--- config.mk ---
export PLATFORM = sky130hd
export DESIGN_NAME = sorted_ring_priority_queue_core
export DESIGN_NICKNAME = d
export VERILOG_FILES = /design/src/rtl/core/srpq_pkg.sv /design/src/rtl/core/srpq_cell.sv /design/src/rtl/core/sorted_ring_priority_queue_core.sv
export SDC_FILE = /design/constraint.sdc
export NUM_CORES = 2
export LEC_CHECK = 0
export ABC_AREA = 0
export BUFFER_PORTS_ARGS = -buffer_cell sky130_fd_sc_hd__buf_2
export CORE_ASPECT_RATIO = 1.4
export CORE_MARGIN = 3
export CORE_UTILIZATION = 60
export DETAILED_ROUTE_END_ITERATION = 10
export PLACE_DENSITY = 0.86
export SETUP_SLACK_MARGIN = 0.15
export SKIP_CTS_REPAIR_TIMING = 1
export SLEW_MARGIN = 20
export SYNTH_ARGS = -nofsm -noshare
export SYNTH_HDL_FRONTEND = slang
export SYNTH_SLANG_ARGS = --single-unit
--- constraint.sdc ---
create_clock -name clk -period 5.3 [get_ports clk]
set_input_delay 0.265 -clock clk [delete_from_list [all_inputs] [get_ports clk]]
set_output_delay 0.265 -clock clk [all_outputs]
set_load 0.02 [all_outputs]
--- src/rtl/core/srpq_pkg.sv ---
// ----------------------------------------------------------------------------
// srpq_pkg
// shared types and constants of the sorted priority queue
// ----------------------------------------------------------------------------
package srpq_pkg;

    localparam int DEPTH_DEF       = 32;
    localparam int KEY_WIDTH_DEF   = 16;

    localparam int KEY_FIELD_W     = 16;
    localparam int COUNT_FIELD_W   = 6;
    localparam int S_TDATA_W       = 16;
    localparam int M_TDATA_W       = 32;

    localparam int FRONT_KEY_LSB   = 0;
    localparam int FRONT_VALID_BIT = 16;
    localparam int COUNT_LSB       = 17;
    localparam int FULL_BIT        = 23;
    localparam int REJECTED_BIT    = 24;

    typedef enum logic {
        FUNC_PUSH = 1'b0,
        FUNC_POP  = 1'b1
    } srpq_func_t;

    typedef struct packed {
        logic push;
        logic pop;
    } srpq_cmd_t;

endpackage

--- src/rtl/core/srpq_cell.sv ---
// ----------------------------------------------------------------------------
// srpq_cell
// one slot of the sorted chain: keeps, takes the new key or shifts a neighbor
// ----------------------------------------------------------------------------
module srpq_cell
    import srpq_pkg::*;
#(
    parameter int KEY_WIDTH = KEY_WIDTH_DEF
)
(
    input  logic                 clk,
    input  logic                 rst_n,
    input  srpq_cmd_t            cmd,
    input  logic [KEY_WIDTH-1:0] new_key,
    input  logic                 prev_lt,
    input  logic [KEY_WIDTH-1:0] prev_key,
    input  logic                 prev_valid,
    input  logic [KEY_WIDTH-1:0] next_key,
    input  logic                 next_valid,
    output logic                 lt,
    output logic [KEY_WIDTH-1:0] key,
    output logic                 valid,
    output logic [KEY_WIDTH-1:0] key_next,
    output logic                 valid_next
);

    logic [KEY_WIDTH-1:0] key_reg;
    logic                 valid_reg;

    assign lt    = valid_reg && (key_reg < new_key);
    assign key   = key_reg;
    assign valid = valid_reg;

    always_comb
    begin
        key_next   = key_reg;
        valid_next = valid_reg;
        if (cmd.push)
        begin
            if (!lt)
            begin
                if (prev_lt)
                begin
                    key_next   = new_key;
                    valid_next = 1'b1;
                end
                else
                begin
                    key_next   = prev_key;
                    valid_next = prev_valid;
                end
            end
        end
        else if (cmd.pop)
        begin
            key_next   = next_key;
            valid_next = next_valid;
        end
    end

    always_ff @(posedge clk or negedge rst_n)
    begin
        if (!rst_n)
        begin
            valid_reg <= 1'b0;
        end
        else if (cmd.push || cmd.pop)
        begin
            valid_reg <= valid_next;
        end
    end

    always_ff @(posedge clk)
    begin
        if (cmd.push || cmd.pop)
        begin
            key_reg <= key_next;
        end
    end

endmodule

--- src/rtl/core/sorted_ring_priority_queue_core.sv ---
// ----------------------------------------------------------------------------
// sorted_ring_priority_queue_core
// sorted priority queue built as a chain of compare-and-shift cells
// ----------------------------------------------------------------------------
// s_axis carries one operation per item: tuser is func (0 push, 1 pop) and
// tdata is the key to push. m_axis returns one item per operation with the
// queue state after it: front key, front valid, count, full and rejected.
// every cell compares its key with the new key in parallel and keeps it,
// takes the new key or takes its neighbor's key, so a push or a pop updates
// all cells at once whatever the fill level.
// the result item is valid the cycle after the operation item is
// accepted. throughput: one item per cycle while m_axis takes results.
// the output register sits between the two sides; a new item is accepted
// while the held result is taken in the same cycle.
// if m_axis stalls, the result is held and s_axis_tready drops until the
// result is taken.
// reset empties the queue (all cell valid bits clear, count zero); no
// clearing pass is needed before the first item is taken.
// ----------------------------------------------------------------------------
module sorted_ring_priority_queue_core
    import srpq_pkg::*;
#(
    parameter int DEPTH     = DEPTH_DEF,
    parameter int KEY_WIDTH = KEY_WIDTH_DEF
)
(
    input  logic                 clk,
    input  logic                 rst_n,
    input  logic                 s_axis_tvalid,
    output logic                 s_axis_tready,
    input  logic [S_TDATA_W-1:0] s_axis_tdata,   // key[15:0]
    input  logic                 s_axis_tuser,   // func[0]
    output logic                 m_axis_tvalid,
    input  logic                 m_axis_tready,
    output logic [M_TDATA_W-1:0] m_axis_tdata    // front_key[15:0], front_valid[16],
                                                 // count[22:17], full_res[23],
                                                 // rejected[24], zero[31:25]
);

    localparam int CNT_W = $clog2(DEPTH + 1);

    logic                 in_fire;
    srpq_cmd_t            cmd;
    logic [KEY_WIDTH-1:0] new_key;
    logic                 is_full;
    logic                 is_empty;

    logic [CNT_W-1:0]     count_reg;
    logic [CNT_W-1:0]     count_next;

    logic                 out_valid_reg;
    logic [M_TDATA_W-1:0] out_data_reg;
    logic [M_TDATA_W-1:0] out_data_next;

    logic [KEY_WIDTH-1:0]     cell_key   [DEPTH];
    logic [DEPTH-1:0]         cell_valid;
    logic [DEPTH-1:0]         cell_lt;
    logic [KEY_WIDTH-1:0]     cell_key_next [DEPTH];
    logic [DEPTH-1:0]         cell_valid_next;

    logic [KEY_WIDTH-1:0]     front_raw;
    logic [KEY_FIELD_W-1:0]   front_key;
    logic [COUNT_FIELD_W-1:0] count_field;

    assign s_axis_tready = !out_valid_reg || m_axis_tready;
    assign in_fire       = s_axis_tvalid && s_axis_tready;
    assign is_full       = (count_reg == CNT_W'(DEPTH));
    assign is_empty      = (count_reg == '0);

    assign cmd.push = in_fire && (s_axis_tuser == FUNC_PUSH) && !is_full;
    assign cmd.pop  = in_fire && (s_axis_tuser == FUNC_POP) && !is_empty;

    // key width adaptation
    generate
        if (KEY_WIDTH > KEY_FIELD_W)
        begin : g_key_wide
            assign new_key   = {{(KEY_WIDTH - KEY_FIELD_W){1'b0}}, s_axis_tdata};
            assign front_key = front_raw[KEY_FIELD_W-1:0];
        end
        else if (KEY_WIDTH == KEY_FIELD_W)
        begin : g_key_same
            assign new_key   = s_axis_tdata;
            assign front_key = front_raw;
        end
        else
        begin : g_key_narrow
            assign new_key   = s_axis_tdata[KEY_WIDTH-1:0];
            assign front_key = {{(KEY_FIELD_W - KEY_WIDTH){1'b0}}, front_raw};
        end
    endgenerate

    // count width adaptation
    generate
        if (CNT_W > COUNT_FIELD_W)
        begin : g_cnt_wide
            assign count_field = count_next[COUNT_FIELD_W-1:0];
        end
        else if (CNT_W == COUNT_FIELD_W)
        begin : g_cnt_same
            assign count_field = count_next;
        end
        else
        begin : g_cnt_narrow
            assign count_field = {{(COUNT_FIELD_W - CNT_W){1'b0}}, count_next};
        end
    endgenerate

    // cell chain, cell 0 holds the smallest key
    generate
        for (genvar i = 0; i < DEPTH; i++)
        begin : g_cell
            logic                 prev_lt;
            logic [KEY_WIDTH-1:0] prev_key;
            logic                 prev_valid;
            logic [KEY_WIDTH-1:0] next_key;
            logic                 next_valid;

            if (i == 0)
            begin : g_first
                assign prev_lt    = 1'b1;
                assign prev_key   = '0;
                assign prev_valid = 1'b0;
            end
            else
            begin : g_mid
                assign prev_lt    = cell_lt[i-1];
                assign prev_key   = cell_key[i-1];
                assign prev_valid = cell_valid[i-1];
            end

            if (i == DEPTH - 1)
            begin : g_last
                assign next_key   = '0;
                assign next_valid = 1'b0;
            end
            else
            begin : g_inner
                assign next_key   = cell_key[i+1];
                assign next_valid = cell_valid[i+1];
            end

            srpq_cell #(
                .KEY_WIDTH (KEY_WIDTH)
            ) u_cell (
                .clk        (clk),
                .rst_n      (rst_n),
                .cmd        (cmd),
                .new_key    (new_key),
                .prev_lt    (prev_lt),
                .prev_key   (prev_key),
                .prev_valid (prev_valid),
                .next_key   (next_key),
                .next_valid (next_valid),
                .lt         (cell_lt[i]),
                .key        (cell_key[i]),
                .valid      (cell_valid[i]),
                .key_next   (cell_key_next[i]),
                .valid_next (cell_valid_next[i])
            );
        end
    endgenerate

    assign front_raw = cell_valid_next[0] ? cell_key_next[0] : '0;

    always_comb
    begin
        count_next = count_reg;
        if (cmd.push)
        begin
            count_next = count_reg + CNT_W'(1);
        end
        else if (cmd.pop)
        begin
            count_next = count_reg - CNT_W'(1);
        end
    end

    always_comb
    begin
        out_data_next = '0;
        out_data_next[FRONT_KEY_LSB +: KEY_FIELD_W]  = front_key;
        out_data_next[FRONT_VALID_BIT]               = cell_valid_next[0];
        out_data_next[COUNT_LSB +: COUNT_FIELD_W]    = count_field;
        out_data_next[FULL_BIT]                      = (count_next == CNT_W'(DEPTH));
        out_data_next[REJECTED_BIT]                  = !(cmd.push || cmd.pop);
    end

    always_ff @(posedge clk or negedge rst_n)
    begin
        if (!rst_n)
        begin
            count_reg     <= '0;
            out_valid_reg <= 1'b0;
        end
        else
        begin
            count_reg <= count_next;
            if (in_fire)
            begin
                out_valid_reg <= 1'b1;
            end
            else if (m_axis_tready)
            begin
                out_valid_reg <= 1'b0;
            end
        end
    end

    always_ff @(posedge clk)
    begin
        if (in_fire)
        begin
            out_data_reg <= out_data_next;
        end
    end

    assign m_axis_tvalid = out_valid_reg;
    assign m_axis_tdata  = out_data_reg;

endmodule

==> impl_metrics.csv <==
group,metric,value,unit
setup_path,critPathRequiredTime,5580,ps
synthesis,synth_fa_ha_area_share,15.23,%
floorplan,die_width,223.4,µm
grt,busiest_layer,"met2",
route,drt_pass1_iterations,6,
timing,hold_viol_final,0,
floorplan,core.rowCount,110,
timing,finalSetupViolations,0,
synthesis,synth_xor_area_share,0.1103,%
synthesis,ys_types,55,
route,vias_per_cell,6.867,
setup_path,reg2reg_depth,8,
grt,groute.layer.met1.usage,36.75,%
worst_hold_path,min-delay-start,"m_axis_tready",
place,port_buffers,47,
worst_hold_path,hp-class,"in2reg",
synthesis,synth_area_leader_cell,"edfxtp_1",
grt,antenna_found_initial,1,
place,dp.cells,4621,
setup_path,rr_startpoint,"count_reg[0]",
clocking,cts_tree,"built",
floorplan,num_io_pins,55,
outcome,status,"completed",
cells_and_area,drive_above_1_share,7.544,%
clocking,clock_latency,640,ps
cells_and_area,num-fill-cells,4797,
timing,worstMarginPinSlew,1165,ps
synthesis,syn_area,39690,µm²
cells_and_area,finalNetCount,4344,
floorplan,dieArea,69310,µm²
setup_path,crit_top_cell,"nand2_1",
synthesis,synth-edff-count,537,
synthesis,synth_compound_area_share,14.53,%
setup_path,crit_fanout,18,
grt,grt_use_total,33.22,%
grt,grt_pass1_wl,180600,µm
worst_hold_path,min_path_cells,4,
timing,rsz0062_at_grt,"no",
timing,max-slew-margin-rel,22.34,%
route,final_antenna_net_count,0,
place,post-dp-hpwl,79590,µm
synthesis,synth_top_family_by_area,"adder cells",
setup_path,end_kind,"flop",
setup_path,worstPathCellList,"buf_2, clkinv_1, buf_4, ha_1, nand2_1, o21ai_0, o21ai_0, o21ai_2, nand2_1, nand2_1",
grt,grt_max_degree,190,
synthesis,async_reset_ff_share,6.771,%
synthesis,ys_seq_area_share,43.09,%
synthesis,yosysWarnings,0,
power_and_ir_drop,p_leak,17.29,nW
synthesis,syn-instance-count,3921,
synthesis,syn_area_per_cell,10.12,µm²
timing,slew_viol_final,0,
job,max-cap-violations,0,
timing,fin_crit_sh,72.51,%
setup_path,crit_type,"in2reg",
synthesis,synth_seq_cells,576,
floorplan,start_util,61.09,%
setup_path,worstPathArrival,4120,ps
clocking,numCtsBuffers,55,
timing,period_needed,3843,ps
cells_and_area,fin_cells,4726,
grt,grt_pass1_vias,32730,
place,placed_area,40470,µm²
synthesis,synthFlopType,"edfxtp_1",
setup_path,cp_slowest_cell,"clkinv_1",
synthesis,yosys-top-cells-area,"edfxtp_1 (41%), ha_1 (15%), mux2i_1 (12%), a21oi_1 (8.1%), nor2_1 (5.6%)",
synthesis,synth_mux_area_share,12.16,%
place,place.gp.congestion,0.9406,
clocking,cts_root_buf,"clkbuf_16",
setup_path,r2r_slack,1880,ps
synthesis,yosys.area_share.simple,11.35,%
clocking,h-tree-depth,2,
synthesis,synth_top_area_share,40.63,%
worst_hold_path,hold_end,"m_axis_tvalid",
power_and_ir_drop,peakVddDrop,0.2435,mV
route,drcViolationCount,0,
cells_and_area,post-route-util,65.17,%
setup_path,worstSetupStartpointType,"primary input",
clocking,clk_pin_slew,60,ps
grt,overflow,0,
clocking,clock_sinks,576,
cells_and_area,syn2layout_area_growth,6.681,%
route,drt_wl_total,117000,µm
route,vias,32450,
cells_and_area,largest_reg_flops,512,
timing,tns,0,ps
setup_path,max_stage_delay,880,ps
power_and_ir_drop,p_per_area,354.8,nW/µm²
timing,maxClockFrequency,260.2,MHz
grt,grt_use_met3,6.389,%
cells_and_area,final_area,42340,µm²
route,wl_per_cell,24.75,µm
floorplan,die_h,310.3,µm
setup_path,r2r_end,"g_cell[23].u_cell.key[2]",
clocking,clk_path_buf_depth,3,
timing,clock_skew,24.55,ps
route,drtIter0Drc,3948,
grt,grt_util_met2,56.94,%
floorplan,coreArea,64960,µm²
power_and_ir_drop,p_total,15.02,mW
==> cell families (layout without fill, tap and decap cells) <==
logic type	after synthesis	in the layout
adder cells (fa/ha/maj)	483	483
multiplexers	480	480
AO/OA/AOI/OAI	1044	1044
buffers and inverters	284	241
other	1	9
flip-flops	576	576
XOR/XNOR	5	5
AND/OR/NAND/NOR	1048	1048
==> layout by cell type, fill, tap and decap left out, drive strengths merged, types with 19 or more instances in the layout <==
cell,synthesis,routed
o21ai,245,245
buf,141,116
and3,19,19
mux2i,464,464
a211oi,34,34
nor2,592,592
nand3,33,33
o221a,29,29
edfxtp,537,537
and4,32,32
a21o,61,61
nand2,257,257
clkinv,0,31
nand2b,34,34
a21oi,643,643
nor3,32,32
ha,483,483
clkbuf,121,66
dfrtp,39,39
nor3b,30,30
==> routing by layer <==
layer	part of all wire, %	routed length (µm)	up-vias
met4	9.0	10510	0
met1	34	39590	15350
li1	-	-	14390
met3	9.1	10600	713
met2	48	56260	2003
met5	0	0	-
==> metrics by stage <==
stage	setup slack (ps)	hold slack (ps)
final	1457	134.2
after global routing	1189	192.7
after CTS	1565	-243.5
after detailed placement	964.4	428.0
after global placement	1054	421.0
after floorplan	1983	-30.59
==> worst max-delay path by stage <==
stage	startpoint	depth (start not counted)	slack, ps	end
global placement	s_axis_tdata[10]	10	1050	g_cell[23].u_cell.key[8]
CTS	s_axis_tdata[11]	10	1570	g_cell[23].u_cell.key[8]
detailed placement	s_axis_tdata[10]	10	960	g_cell[23].u_cell.key[8]
global route	s_axis_tdata[11]	10	1190	g_cell[21].u_cell.key[0]
floorplan	s_axis_tdata[7]	10	1980	g_cell[30].u_cell.key[0]
finish	s_axis_tdata[11]	10	1460	g_cell[21].u_cell.key[0]
==> cell usage after synthesis (all sizes together) (3+ instances only) <==
master / n
a21oi: 643
mux2: 16
edfxtp: 537
nand4: 9
o211ai: 17
mux2i: 464
nor2: 592
inv: 22
nor2b: 3
ha: 483
and4: 32
clkbuf: 121
nand2b: 34
buf: 141
a21o: 61
nor3b: 30
nor3: 32
a211oi: 34
nand3: 33
dfrtp: 39
xnor2: 3
o21ai: 245
and3: 19
o221a: 29
nand2: 257
==> worst max-delay path: cells and delay by family <==
family          cells  cell delay [ps]
buf+inv             3             1530
compound gates      3             1240
simple gates        3              730
fa+ha+maj           1              330
==> report_power, final <==
part / total [mW] / switching, mW / internal (mW)
Sequential: 6.45 / 0.629 / 5.82
Combinational: 4.54 / 2.76 / 1.78
Clock: 4.04 / 1.84 / 2.20
Total: 15.0 / 5.22 / 9.80
==> final cells by class <==
type	count	area (µm²)	share of cell area, %
flip-flops and latches	576	17100	40.39
clock inverters	35	290.3	0.6856
well taps	840	1051	2.482
inverters	22	82.58	0.1950
diodes	2	5.005	0.01182
clock buffers	66	1490	3.520
multi-input cells	3067	21420	50.59
repair buffers	118	898.4	2.122
No activity file was read; power rests on OpenSTA's default activity.
